### src/hw/rtl/bcd_pkg.sv
// Shared types, register indexes and palette arithmetic for the BC1/BC3 block decoder.
// No dependencies; every other file in hw/rtl except bcd_if imports this package.

package bcd_pkg;

    localparam int APB_ADDR_W = 4;
    localparam int SIDE_W     = 17;

    localparam logic [1:0] REG_BLOCK_MODE   = 2'd0;
    localparam logic [1:0] REG_IMAGE_WIDTH  = 2'd1;
    localparam logic [1:0] REG_IMAGE_HEIGHT = 2'd2;

    // One classified block as it travels from the front end to the texel emitter.
    typedef struct packed {
        logic [3:0][7:0] red;
        logic [3:0][7:0] green;
        logic [3:0][7:0] blue;
        logic [7:0][7:0] alpha;
        logic [31:0]     cidx;
        logic [47:0]     aidx;
        logic            bc3;
        logic            three_color;
        logic [15:0]     mask;
        logic [11:0]     block_x;
        logic [11:0]     block_y;
    } t_block;

    function automatic logic [7:0] expand5(input logic [4:0] v);
        return {v, v[4:2]};
    endfunction

    function automatic logic [7:0] expand6(input logic [5:0] v);
        return {v, v[5:4]};
    endfunction

    // Reciprocal multiplications, exact over the operand ranges that occur here.
    function automatic logic [7:0] div3(input logic [9:0] v);
        logic [20:0] p;
        p = 21'(v) * 21'd683;
        return p[18:11];
    endfunction

    function automatic logic [7:0] div5(input logic [10:0] v);
        logic [21:0] p;
        p = 22'(v) * 22'd3277;
        return p[21:14];
    endfunction

    function automatic logic [7:0] div7(input logic [10:0] v);
        logic [21:0] p;
        p = 22'(v) * 22'd2341;
        return p[21:14];
    endfunction

endpackage

### src/hw/rtl/bcd_if.sv
// Valid/ready channel interfaces for compressed blocks in and decoded texels out.
// Depends on nothing but plain logic types.

interface bcd_in_if;
    logic        valid;
    logic        ready;
    logic [11:0] block_x;
    logic [11:0] block_y;
    logic [63:0] color_word;
    logic [63:0] alpha_word;

    modport source (output valid, block_x, block_y, color_word, alpha_word, input ready);
    modport sink (input valid, block_x, block_y, color_word, alpha_word, output ready);
endinterface

interface bcd_out_if;
    logic        valid;
    logic        ready;
    logic [7:0]  red;
    logic [7:0]  green;
    logic [7:0]  blue;
    logic [7:0]  opacity;
    logic [13:0] texel_x;
    logic [13:0] texel_y;
    logic        last_texel;

    modport source (output valid, red, green, blue, opacity, texel_x, texel_y, last_texel,
                    input ready);
    modport sink (input valid, red, green, blue, opacity, texel_x, texel_y, last_texel,
                  output ready);
endinterface

### src/hw/rtl/bcd_front.sv
// Front end: takes block transactions, builds color and alpha palettes and the crop mask.
// Depends on bcd_pkg and bcd_in_if; feeds bcd_queue.

module bcd_front import bcd_pkg::*; (
    input  logic              i_clk,
    input  logic              i_rst_n,
    bcd_in_if.sink            i_blk,
    input  logic              i_block_mode,
    input  logic [SIDE_W-1:0] i_width_eff,
    input  logic [SIDE_W-1:0] i_height_eff,
    input  logic              i_q_full,
    output logic              o_push,
    output t_block            o_entry
);

    logic        r_valid;
    logic [11:0] r_bx;
    logic [11:0] r_by;
    logic [63:0] r_cw;
    logic [63:0] r_aw;

    logic [15:0] e0, e1;
    logic [7:0]  c0 [3];
    logic [7:0]  c1 [3];
    logic        four;
    logic [7:0]  a0, a1;
    logic [10:0] ea0, ea1;
    logic [3:0]  col_ok, row_ok;
    logic        drop;
    logic        advance;

    always_comb begin
        e0 = r_cw[15:0];
        e1 = r_cw[31:16];
        c0[0] = expand5(e0[15:11]);
        c0[1] = expand6(e0[10:5]);
        c0[2] = expand5(e0[4:0]);
        c1[0] = expand5(e1[15:11]);
        c1[1] = expand6(e1[10:5]);
        c1[2] = expand5(e1[4:0]);
        four  = i_block_mode || (e0 > e1);

        o_entry = '0;
        for (int ch = 0; ch < 3; ch++) begin
            logic [7:0] p2, p3;
            if (four) begin
                p2 = div3({1'b0, c0[ch], 1'b0} + {2'b0, c1[ch]});
                p3 = div3({2'b0, c0[ch]} + {1'b0, c1[ch], 1'b0});
            end else begin
                p2 = 8'(({1'b0, c0[ch]} + {1'b0, c1[ch]}) >> 1);
                p3 = 8'd0;
            end
            case (ch)
                0: o_entry.red   = {p3, p2, c1[ch], c0[ch]};
                1: o_entry.green = {p3, p2, c1[ch], c0[ch]};
                default: o_entry.blue = {p3, p2, c1[ch], c0[ch]};
            endcase
        end

        a0  = r_aw[7:0];
        a1  = r_aw[15:8];
        ea0 = {3'b0, a0};
        ea1 = {3'b0, a1};
        o_entry.alpha[0] = a0;
        o_entry.alpha[1] = a1;
        if (a0 > a1) begin
            o_entry.alpha[2] = div7(ea0 * 11'd6 + ea1);
            o_entry.alpha[3] = div7(ea0 * 11'd5 + ea1 * 11'd2);
            o_entry.alpha[4] = div7(ea0 * 11'd4 + ea1 * 11'd3);
            o_entry.alpha[5] = div7(ea0 * 11'd3 + ea1 * 11'd4);
            o_entry.alpha[6] = div7(ea0 * 11'd2 + ea1 * 11'd5);
            o_entry.alpha[7] = div7(ea0 + ea1 * 11'd6);
        end else begin
            o_entry.alpha[2] = div5(ea0 * 11'd4 + ea1);
            o_entry.alpha[3] = div5(ea0 * 11'd3 + ea1 * 11'd2);
            o_entry.alpha[4] = div5(ea0 * 11'd2 + ea1 * 11'd3);
            o_entry.alpha[5] = div5(ea0 + ea1 * 11'd4);
            o_entry.alpha[6] = 8'd0;
            o_entry.alpha[7] = 8'd255;
        end

        // Texel coordinate is the block position with the in-block offset appended.
        for (int i = 0; i < 4; i++) begin
            col_ok[i] = {3'b0, r_bx, 2'(i)} < i_width_eff;
            row_ok[i] = {3'b0, r_by, 2'(i)} < i_height_eff;
        end
        for (int t = 0; t < 16; t++) begin
            o_entry.mask[t] = row_ok[t / 4] && col_ok[t % 4];
        end

        o_entry.cidx        = r_cw[63:32];
        o_entry.aidx        = r_aw[63:16];
        o_entry.bc3         = i_block_mode;
        o_entry.three_color = !four;
        o_entry.block_x     = r_bx;
        o_entry.block_y     = r_by;
    end

    // A block with no texel inside the image is retired here without a queue slot.
    assign drop        = (o_entry.mask == 16'd0);
    assign o_push      = r_valid && !drop && !i_q_full;
    assign advance     = !r_valid || drop || !i_q_full;
    assign i_blk.ready = advance;

    always_ff @(posedge i_clk) begin
        if (!i_rst_n) begin
            r_valid <= 1'b0;
        end else if (advance) begin
            r_valid <= i_blk.valid;
        end
    end

    always_ff @(posedge i_clk) begin
        if (advance && i_blk.valid) begin
            r_bx <= i_blk.block_x;
            r_by <= i_blk.block_y;
            r_cw <= i_blk.color_word;
            r_aw <= i_blk.alpha_word;
        end
    end

endmodule

### src/hw/rtl/bcd_queue.sv
// Two-entry queue of classified blocks between the front end and the texel emitter.
// Depends on bcd_pkg for the entry type.

module bcd_queue import bcd_pkg::*; (
    input  logic   i_clk,
    input  logic   i_rst_n,
    input  logic   i_push,
    input  t_block i_data,
    output logic   o_full,
    input  logic   i_pop,
    output logic   o_valid,
    output t_block o_data
);

    t_block     r_mem [2];
    logic       r_wptr;
    logic       r_rptr;
    logic [1:0] r_count;

    assign o_full  = (r_count == 2'd2);
    assign o_valid = (r_count != 2'd0);
    assign o_data  = r_mem[r_rptr];

    always_ff @(posedge i_clk) begin
        if (!i_rst_n) begin
            r_wptr  <= 1'b0;
            r_rptr  <= 1'b0;
            r_count <= 2'd0;
        end else begin
            if (i_push) begin
                r_wptr <= !r_wptr;
            end
            if (i_pop) begin
                r_rptr <= !r_rptr;
            end
            r_count <= r_count + 2'(i_push) - 2'(i_pop);
        end
    end

    always_ff @(posedge i_clk) begin
        if (i_push) begin
            r_mem[r_wptr] <= i_data;
        end
    end

    a_no_overflow: assert property (@(posedge i_clk) disable iff (!i_rst_n)
        i_push |-> !o_full)
        else $error("block pushed into a full queue");

    a_no_underflow: assert property (@(posedge i_clk) disable iff (!i_rst_n)
        i_pop |-> o_valid)
        else $error("block popped from an empty queue");

    a_count_range: assert property (@(posedge i_clk) disable iff (!i_rst_n)
        r_count != 2'd3)
        else $error("queue occupancy out of range");

endmodule

### src/hw/rtl/bcd_back.sv
// Texel emitter: walks the in-image texels of the head block, one per cycle unless
// stalled, into an output register. Depends on bcd_pkg and bcd_out_if; reads from bcd_queue.

module bcd_back import bcd_pkg::*; (
    input  logic   i_clk,
    input  logic   i_rst_n,
    input  logic   i_q_valid,
    input  t_block i_q_data,
    output logic   o_pop,
    bcd_out_if.source o_tex
);

    logic [15:0] r_done;
    logic        r_out_valid;
    logic [7:0]  r_red, r_green, r_blue, r_opacity;
    logic [13:0] r_tx, r_ty;
    logic        r_last;

    logic [15:0] remain;
    logic [3:0]  sel;
    logic [15:0] sel_bit;
    logic        last;
    logic        load;
    logic [1:0]  ci;
    logic [2:0]  ai;
    logic [7:0]  n_opacity;
    logic [15:0] n_done;

    always_comb begin
        remain = i_q_data.mask & ~r_done;
        sel = 4'd0;
        for (int i = 15; i >= 0; i--) begin
            if (remain[i]) begin
                sel = 4'(i);
            end
        end
        sel_bit = 16'd1 << sel;
        last    = (remain == sel_bit);
        load    = i_q_valid && (!r_out_valid || o_tex.ready);
        o_pop   = load && last;

        ci = i_q_data.cidx[{sel, 1'b0} +: 2];
        ai = i_q_data.aidx[6'(sel) * 6'd3 +: 3];
        if (i_q_data.bc3) begin
            n_opacity = i_q_data.alpha[ai];
        end else if (i_q_data.three_color && (ci == 2'd3)) begin
            n_opacity = 8'd0;
        end else begin
            n_opacity = 8'd255;
        end

        if (o_pop) begin
            n_done = 16'd0;
        end else if (load) begin
            n_done = r_done | sel_bit;
        end else begin
            n_done = r_done;
        end
    end

    always_ff @(posedge i_clk) begin
        if (!i_rst_n) begin
            r_done      <= 16'd0;
            r_out_valid <= 1'b0;
        end else begin
            r_done <= n_done;
            if (load) begin
                r_out_valid <= 1'b1;
            end else if (o_tex.ready) begin
                r_out_valid <= 1'b0;
            end
        end
    end

    always_ff @(posedge i_clk) begin
        if (load) begin
            r_red     <= i_q_data.red[ci];
            r_green   <= i_q_data.green[ci];
            r_blue    <= i_q_data.blue[ci];
            r_opacity <= n_opacity;
            r_tx      <= {i_q_data.block_x, sel[1:0]};
            r_ty      <= {i_q_data.block_y, sel[3:2]};
            r_last    <= last;
        end
    end

    assign o_tex.valid      = r_out_valid;
    assign o_tex.red        = r_red;
    assign o_tex.green      = r_green;
    assign o_tex.blue       = r_blue;
    assign o_tex.opacity    = r_opacity;
    assign o_tex.texel_x    = r_tx;
    assign o_tex.texel_y    = r_ty;
    assign o_tex.last_texel = r_last;

    a_done_subset: assert property (@(posedge i_clk) disable iff (!i_rst_n)
        i_q_valid |-> ((r_done & ~i_q_data.mask) == 16'd0))
        else $error("emitted-texel record covers a texel outside the block mask");

    a_done_clear_idle: assert property (@(posedge i_clk) disable iff (!i_rst_n)
        !i_q_valid |-> (r_done == 16'd0))
        else $error("emitted-texel record not cleared between blocks");

    a_head_not_empty: assert property (@(posedge i_clk) disable iff (!i_rst_n)
        i_q_valid |-> (remain != 16'd0))
        else $error("queued block has no texel left to emit");

endmodule

### src/hw/rtl/bc1_bc3_block_decoder.sv
// BC1/BC3 block decoder top level: APB registers, front end, block queue, texel emitter.
// The first texel of a block passes the front-end input register, the block queue and the
// texel output register. Throughput: one texel per cycle while the receiver is ready, set by the
// single texel output register; a block wholly outside the image is dropped in the front end.
// Reset (synchronous, active low) empties the pipeline and queue and sets BC1 mode, 4x4 image.
// Depends on bcd_pkg, bcd_if, bcd_front, bcd_queue and bcd_back.

module bc1_bc3_block_decoder import bcd_pkg::*; #(
    parameter int MAX_IMAGE_SIDE = 16384
) (
    input  logic                  i_clk,
    input  logic                  i_rst_n,
    bcd_in_if.sink                i_blk,
    bcd_out_if.source             o_tex,
    input  logic                  i_psel,
    input  logic                  i_penable,
    input  logic                  i_pwrite,
    input  logic [APB_ADDR_W-1:0] i_paddr,
    input  logic [31:0]           i_pwdata,
    output logic [31:0]           o_prdata,
    output logic                  o_pready
);

    localparam logic [SIDE_W-1:0] SIDE_MAX = SIDE_W'(MAX_IMAGE_SIDE);

    logic        r_block_mode;
    logic [14:0] r_image_width;
    logic [14:0] r_image_height;

    logic [1:0]        reg_idx;
    logic              wr_en;
    logic [SIDE_W-1:0] width_eff;
    logic [SIDE_W-1:0] height_eff;

    logic   q_push, q_full, q_valid, q_pop;
    t_block q_in, q_out;

    assign reg_idx  = i_paddr[3:2];
    assign wr_en    = i_psel && i_penable && i_pwrite;
    assign o_pready = 1'b1;

    always_ff @(posedge i_clk) begin
        if (!i_rst_n) begin
            r_block_mode   <= 1'b0;
            r_image_width  <= 15'd4;
            r_image_height <= 15'd4;
        end else if (wr_en) begin
            unique case (reg_idx)
                REG_BLOCK_MODE:   r_block_mode   <= i_pwdata[0];
                REG_IMAGE_WIDTH:  r_image_width  <= i_pwdata[14:0];
                REG_IMAGE_HEIGHT: r_image_height <= i_pwdata[14:0];
                default: ;
            endcase
        end
    end

    always_comb begin
        unique case (reg_idx)
            REG_BLOCK_MODE:   o_prdata = {31'd0, r_block_mode};
            REG_IMAGE_WIDTH:  o_prdata = {17'd0, r_image_width};
            REG_IMAGE_HEIGHT: o_prdata = {17'd0, r_image_height};
            default:          o_prdata = 32'd0;
        endcase
    end

    // Oversized image sides are clamped to the largest supported side.
    assign width_eff  = (SIDE_W'(r_image_width) > SIDE_MAX) ? SIDE_MAX
                                                            : SIDE_W'(r_image_width);
    assign height_eff = (SIDE_W'(r_image_height) > SIDE_MAX) ? SIDE_MAX
                                                             : SIDE_W'(r_image_height);

    bcd_front u_front (
        .i_clk        (i_clk),
        .i_rst_n      (i_rst_n),
        .i_blk        (i_blk),
        .i_block_mode (r_block_mode),
        .i_width_eff  (width_eff),
        .i_height_eff (height_eff),
        .i_q_full     (q_full),
        .o_push       (q_push),
        .o_entry      (q_in)
    );

    bcd_queue u_queue (
        .i_clk   (i_clk),
        .i_rst_n (i_rst_n),
        .i_push  (q_push),
        .i_data  (q_in),
        .o_full  (q_full),
        .i_pop   (q_pop),
        .o_valid (q_valid),
        .o_data  (q_out)
    );

    bcd_back u_back (
        .i_clk     (i_clk),
        .i_rst_n   (i_rst_n),
        .i_q_valid (q_valid),
        .i_q_data  (q_out),
        .o_pop     (q_pop),
        .o_tex     (o_tex)
    );

endmodule

### src/flat_wrapper.sv
// flat-port wrapper written by rule: the top's interface ports become plain ports
module bc1_bc3_block_decoder_flat import bcd_pkg::*;
#(
    parameter int MAX_IMAGE_SIDE = 16384
)
  (i_clk, i_rst_n, i_psel, i_penable, i_pwrite, i_paddr, i_pwdata, o_prdata, o_pready, i_blk_valid, i_blk_block_x, i_blk_block_y, i_blk_color_word, i_blk_alpha_word, i_blk_ready, o_tex_valid, o_tex_red, o_tex_green, o_tex_blue, o_tex_opacity, o_tex_texel_x, o_tex_texel_y, o_tex_last_texel, o_tex_ready);
  bcd_in_if i_blk_i ();
  bcd_out_if o_tex_i ();
  input  logic i_clk;
  input  logic i_rst_n;
  input  logic i_psel;
  input  logic i_penable;
  input  logic i_pwrite;
  input  logic [APB_ADDR_W-1:0] i_paddr;
  input  logic [31:0] i_pwdata;
  output logic [31:0] o_prdata;
  output logic o_pready;
  input wire logic [$bits(i_blk_i.valid)-1:0] i_blk_valid;
  input wire logic [$bits(i_blk_i.block_x)-1:0] i_blk_block_x;
  input wire logic [$bits(i_blk_i.block_y)-1:0] i_blk_block_y;
  input wire logic [$bits(i_blk_i.color_word)-1:0] i_blk_color_word;
  input wire logic [$bits(i_blk_i.alpha_word)-1:0] i_blk_alpha_word;
  output wire logic [$bits(i_blk_i.ready)-1:0] i_blk_ready;
  output wire logic [$bits(o_tex_i.valid)-1:0] o_tex_valid;
  output wire logic [$bits(o_tex_i.red)-1:0] o_tex_red;
  output wire logic [$bits(o_tex_i.green)-1:0] o_tex_green;
  output wire logic [$bits(o_tex_i.blue)-1:0] o_tex_blue;
  output wire logic [$bits(o_tex_i.opacity)-1:0] o_tex_opacity;
  output wire logic [$bits(o_tex_i.texel_x)-1:0] o_tex_texel_x;
  output wire logic [$bits(o_tex_i.texel_y)-1:0] o_tex_texel_y;
  output wire logic [$bits(o_tex_i.last_texel)-1:0] o_tex_last_texel;
  input wire logic [$bits(o_tex_i.ready)-1:0] o_tex_ready;
  assign i_blk_i.valid = i_blk_valid;
  assign i_blk_i.block_x = i_blk_block_x;
  assign i_blk_i.block_y = i_blk_block_y;
  assign i_blk_i.color_word = i_blk_color_word;
  assign i_blk_i.alpha_word = i_blk_alpha_word;
  assign i_blk_ready = i_blk_i.ready;
  assign o_tex_valid = o_tex_i.valid;
  assign o_tex_red = o_tex_i.red;
  assign o_tex_green = o_tex_i.green;
  assign o_tex_blue = o_tex_i.blue;
  assign o_tex_opacity = o_tex_i.opacity;
  assign o_tex_texel_x = o_tex_i.texel_x;
  assign o_tex_texel_y = o_tex_i.texel_y;
  assign o_tex_last_texel = o_tex_i.last_texel;
  assign o_tex_i.ready = o_tex_ready;
  bc1_bc3_block_decoder #(.MAX_IMAGE_SIDE(MAX_IMAGE_SIDE)) u_core (.i_clk(i_clk), .i_rst_n(i_rst_n), .i_blk(i_blk_i), .o_tex(o_tex_i), .i_psel(i_psel), .i_penable(i_penable), .i_pwrite(i_pwrite), .i_paddr(i_paddr), .i_pwdata(i_pwdata), .o_prdata(o_prdata), .o_pready(o_pready));
endmodule
### config.mk
export PLATFORM = sky130hd
export DESIGN_NAME = bc1_bc3_block_decoder_flat
export DESIGN_NICKNAME = d
export VERILOG_FILES = /design/src/hw/rtl/bcd_pkg.sv /design/src/hw/rtl/bcd_if.sv /design/src/hw/rtl/bcd_front.sv /design/src/hw/rtl/bcd_queue.sv /design/src/hw/rtl/bcd_back.sv /design/src/hw/rtl/bc1_bc3_block_decoder.sv /design/src/flat_wrapper.sv
export SDC_FILE = /design/constraint.sdc
export NUM_CORES = 2
export LEC_CHECK = 0
export ABC_CLOCK_PERIOD_IN_PS = 17900
export BUFFER_PORTS_ARGS = -buffer_cell sky130_fd_sc_hd__buf_2
export CELL_PAD_IN_SITES_DETAIL_PLACEMENT = 0
export CELL_PAD_IN_SITES_GLOBAL_PLACEMENT = 1
export CORE_MARGIN = 5
export CORE_UTILIZATION = 52
export CTS_BUF_LIST = sky130_fd_sc_hd__clkbuf_16
export DETAILED_ROUTE_END_ITERATION = 8
export PLACE_DENSITY_LB_ADDON = 0.15
export SYNTH_ARGS = -nofsm -noshare
export SYNTH_HDL_FRONTEND = slang
export SYNTH_SLANG_ARGS = --single-unit
### constraint.sdc
create_clock -name i_clk -period 17.9 [get_ports i_clk]
set_input_delay 0.895 -clock i_clk [delete_from_list [all_inputs] [get_ports i_clk]]
set_output_delay 0.895 -clock i_clk [all_outputs]
set_load 0.05 [all_outputs]
==> impl_metrics.toml <==
[clocking]
cts_root_buffer = "clkbuf_16"
clkTransAtPathRegs_ns = 0.06
ctsLongestPathBuffers = 3
postCtsSetupBuffers = 0
cts.sinks = 799
clk_latency_ns = 0.71
cts_resized = 0
cts.hold.buffers_added = 0
h-tree-depth = 3
cts_tree = "yes"
cts_made_buffers = 89

[worst_hold_path]
hold_start = "i_blk_alpha_word[20]"
hold_class = "input pin to flop"

[worst_setup_path]
start_kind = "flop"
critPathRequiredTime_ns = 18.28
cp_max_fo = 22
cp-end-kind = "flop"
crit_start = "u_core.u_front.r_aw[0]$_DFFE_PP_"
cp.buffers_inverters = 5
crit_type = "flop to flop"
critPathMaxStageDelay_ns = 0.77
r2r_start = "u_core.u_front.r_aw[0]$_DFFE_PP_"
cpMostUsedCell = "fa_1"
crit_family = "adder cells"
worstPathArrival_ns = 9.17
slowest_stage = "o41ai_1"

[layout]
fin_nets = 7133
fin_cells = 7087
syn_to_final_growth_pct = 10.1
drive_above_1_share_pct = 11.6
utilization_pct = 57.7
layout_commonest_cell = "ha_1"
final_cell_mix = "1173 x ha_1, 767 x inv_1, 745 x edfxtp_1, 371 x fa_1, 253 x buf_2"

[timing]
drv_slew = 0
period_share_pct = 49.1
hold_violations = 0
setup_tns_ns = 0
relSlewSlack_pct = 18.6
final-setup-viol-count = 0
tightest_slew_ns = 1.22
whs_ns = 0.350
clock_skew_ns = 0.0889
clock.fmax_ghz = 0.114
rsz0062_at_grt = "false"
fin_crit_ns = 8.79

[detailed_routing]
initialDrtViolationCount = 2116
drc = 0
wl_per_cell_um = 19.7
drt-total-wl_mm = 140
avgViaCountPerCell = 5.39
route.vias.total = 38200
first_pass_iters = 5
antenna_left = 0

[logic_synthesis]
ys_warn_count = 0
ys_seq_area_share_pct = 37.3
synth_cells = 5082
synthFlopType = "edfxtp_1"
synth_top_area_share_pct = 35.6
synth.area.top_cells = "edfxtp_1 36%, ha_1 23%, fa_1 12%, inv_1 4.5%, mux4_2 3.3%"
netlist-cell-type-count = 92
synth_edf_count = 745
synth_top_area_cell = "edfxtp_1"
avgSynthCellArea_um2 = 12.4
ys_ff_latch = 799
synth_area_um2 = 62900
synth-async-reset-ratio_pct = 0

[floorplanning]
core_um2 = 120000
pin_count = 291
die_w_um = 358
die_area_um2 = 128000
rows = 127
die_h_um = 358
start_util_pct = 52.4

[global_routing]
grt_pass1_vias = 39700
grt-ovfl-total = 0
antenna_found_initial = 6
grt_pass1_wl_mm = 221
grt_usage_pct = 22.2
grt_max_degree = 164

[place]
gp_congestion = 0.856
portBuffers = 253
place_hpwl_mm = 107
place_inst = 6915

[status]
status = "finished clean"

[job]
maxCapViolCount = 0
==> synth_stat cells, types with 14 or more instances <==
master       n
or2_2       17
o21ai_1     19
a21boi_0    29
o21ai_0     89
clkbuf_1    36
and3_1      14
nand4_1     20
nor2_1     235
a21o_1      91
mux4_2      92
a22o_1      16
nor2b_1     37
nand3_1     40
dfxtp_1     54
o31ai_1     17
nand2b_1    49
xnor2_1    208
fa_1       371
nand2_1    148
and2_1      15
nor3_1      60
o21bai_1    70
edfxtp_1   745
mux2_2      35
mux2i_1     93
ha_1      1173
a22oi_1     16
buf_4       22
a21oi_1    202
or3_1       15
inv_1      752
xor2_1      73
o21a_1      24
==> registers in the layout, summed over array words and instances, names as in the netlist, 12 cells and up, named ones only <==
name and cells:
u_core.u_back.r_done 16, u_core.r_image_width 15, u_core.u_front.r_bx 12, u_core.u_front.r_cw 64
u_core.r_image_height 15, u_core.u_front.r_aw 64, u_core.u_back.o_tex.texel_y 14, u_core.u_front.r_by 12
u_core.u_queue.r_mem 532, u_core.u_back.o_tex.texel_x 14
==> per-stage QoR <==
step / instance area, um2 / setup slack (ns)
2_1_floorplan: 63000 / 3.39
3_3_place_gp: 66100 / 9.08
3_5_place_dp: 66100 / 9.12
4_1_cts: 69200 / 9.06
5_1_grt: 69200 / 8.60
6_report: 69200 / 9.11
==> final timing paths <==
path / end / depth (start not counted) / slack [ns]
worst min-delay path: u_core.u_front.r_aw[20]$_DFFE_PP_ / 1 / 0.35
worst max-delay path: u_core.u_queue.r_mem[1][153]$_DFFE_PP_ / 30 / 9.11
worst min register to register: u_core.u_queue.r_mem[1][80]$_DFFE_PP_ / 0 / 0.43
worst max register to register: u_core.u_queue.r_mem[1][153]$_DFFE_PP_ / 30 / 9.11
==> per-layer routing <==
metal	up-vias	track usage, %	share of wire, %	wire length (um)
met4	2	3.70	1.6	2190
li1	18700	-	-	-
met2	616	37.7	48	66800
met1	18800	30.8	46	64300
met5	-	0	0.0064	9
met3	141	3.24	4.5	6230
==> logic make-up (layout without fill, tap and decap cells) <==
kind of cell	after synthesis	count (layout)	share of synthesized area [%]
adder cells (fa/ha/maj)	1544	1544	35.1
other	2	25	0.0119
AND/OR/NAND/NOR	681	681	5.15
multiplexers	223	223	5.47
XOR/XNOR	282	282	3.95
buffers and inverters	846	1216	5.38
flip-flops	799	799	37.3
AO/OA/AOI/OAI	705	705	7.62
==> final cells by class <==
type | instances | area [um2]
fill | 9957 | 50700
multi-input combinational | 3453 | 36200
sequential | 799 | 23500
inverter | 758 | 2850
clock buffer | 89 | 2230
tap | 1612 | 2020
timing repair buffer | 293 | 1580
clock inverter | 76 | 905
antenna | 7 | 17.5
Power is not shown: default switching activity piles up to over one toggle a cycle in this logic, so the estimate is an artifact.
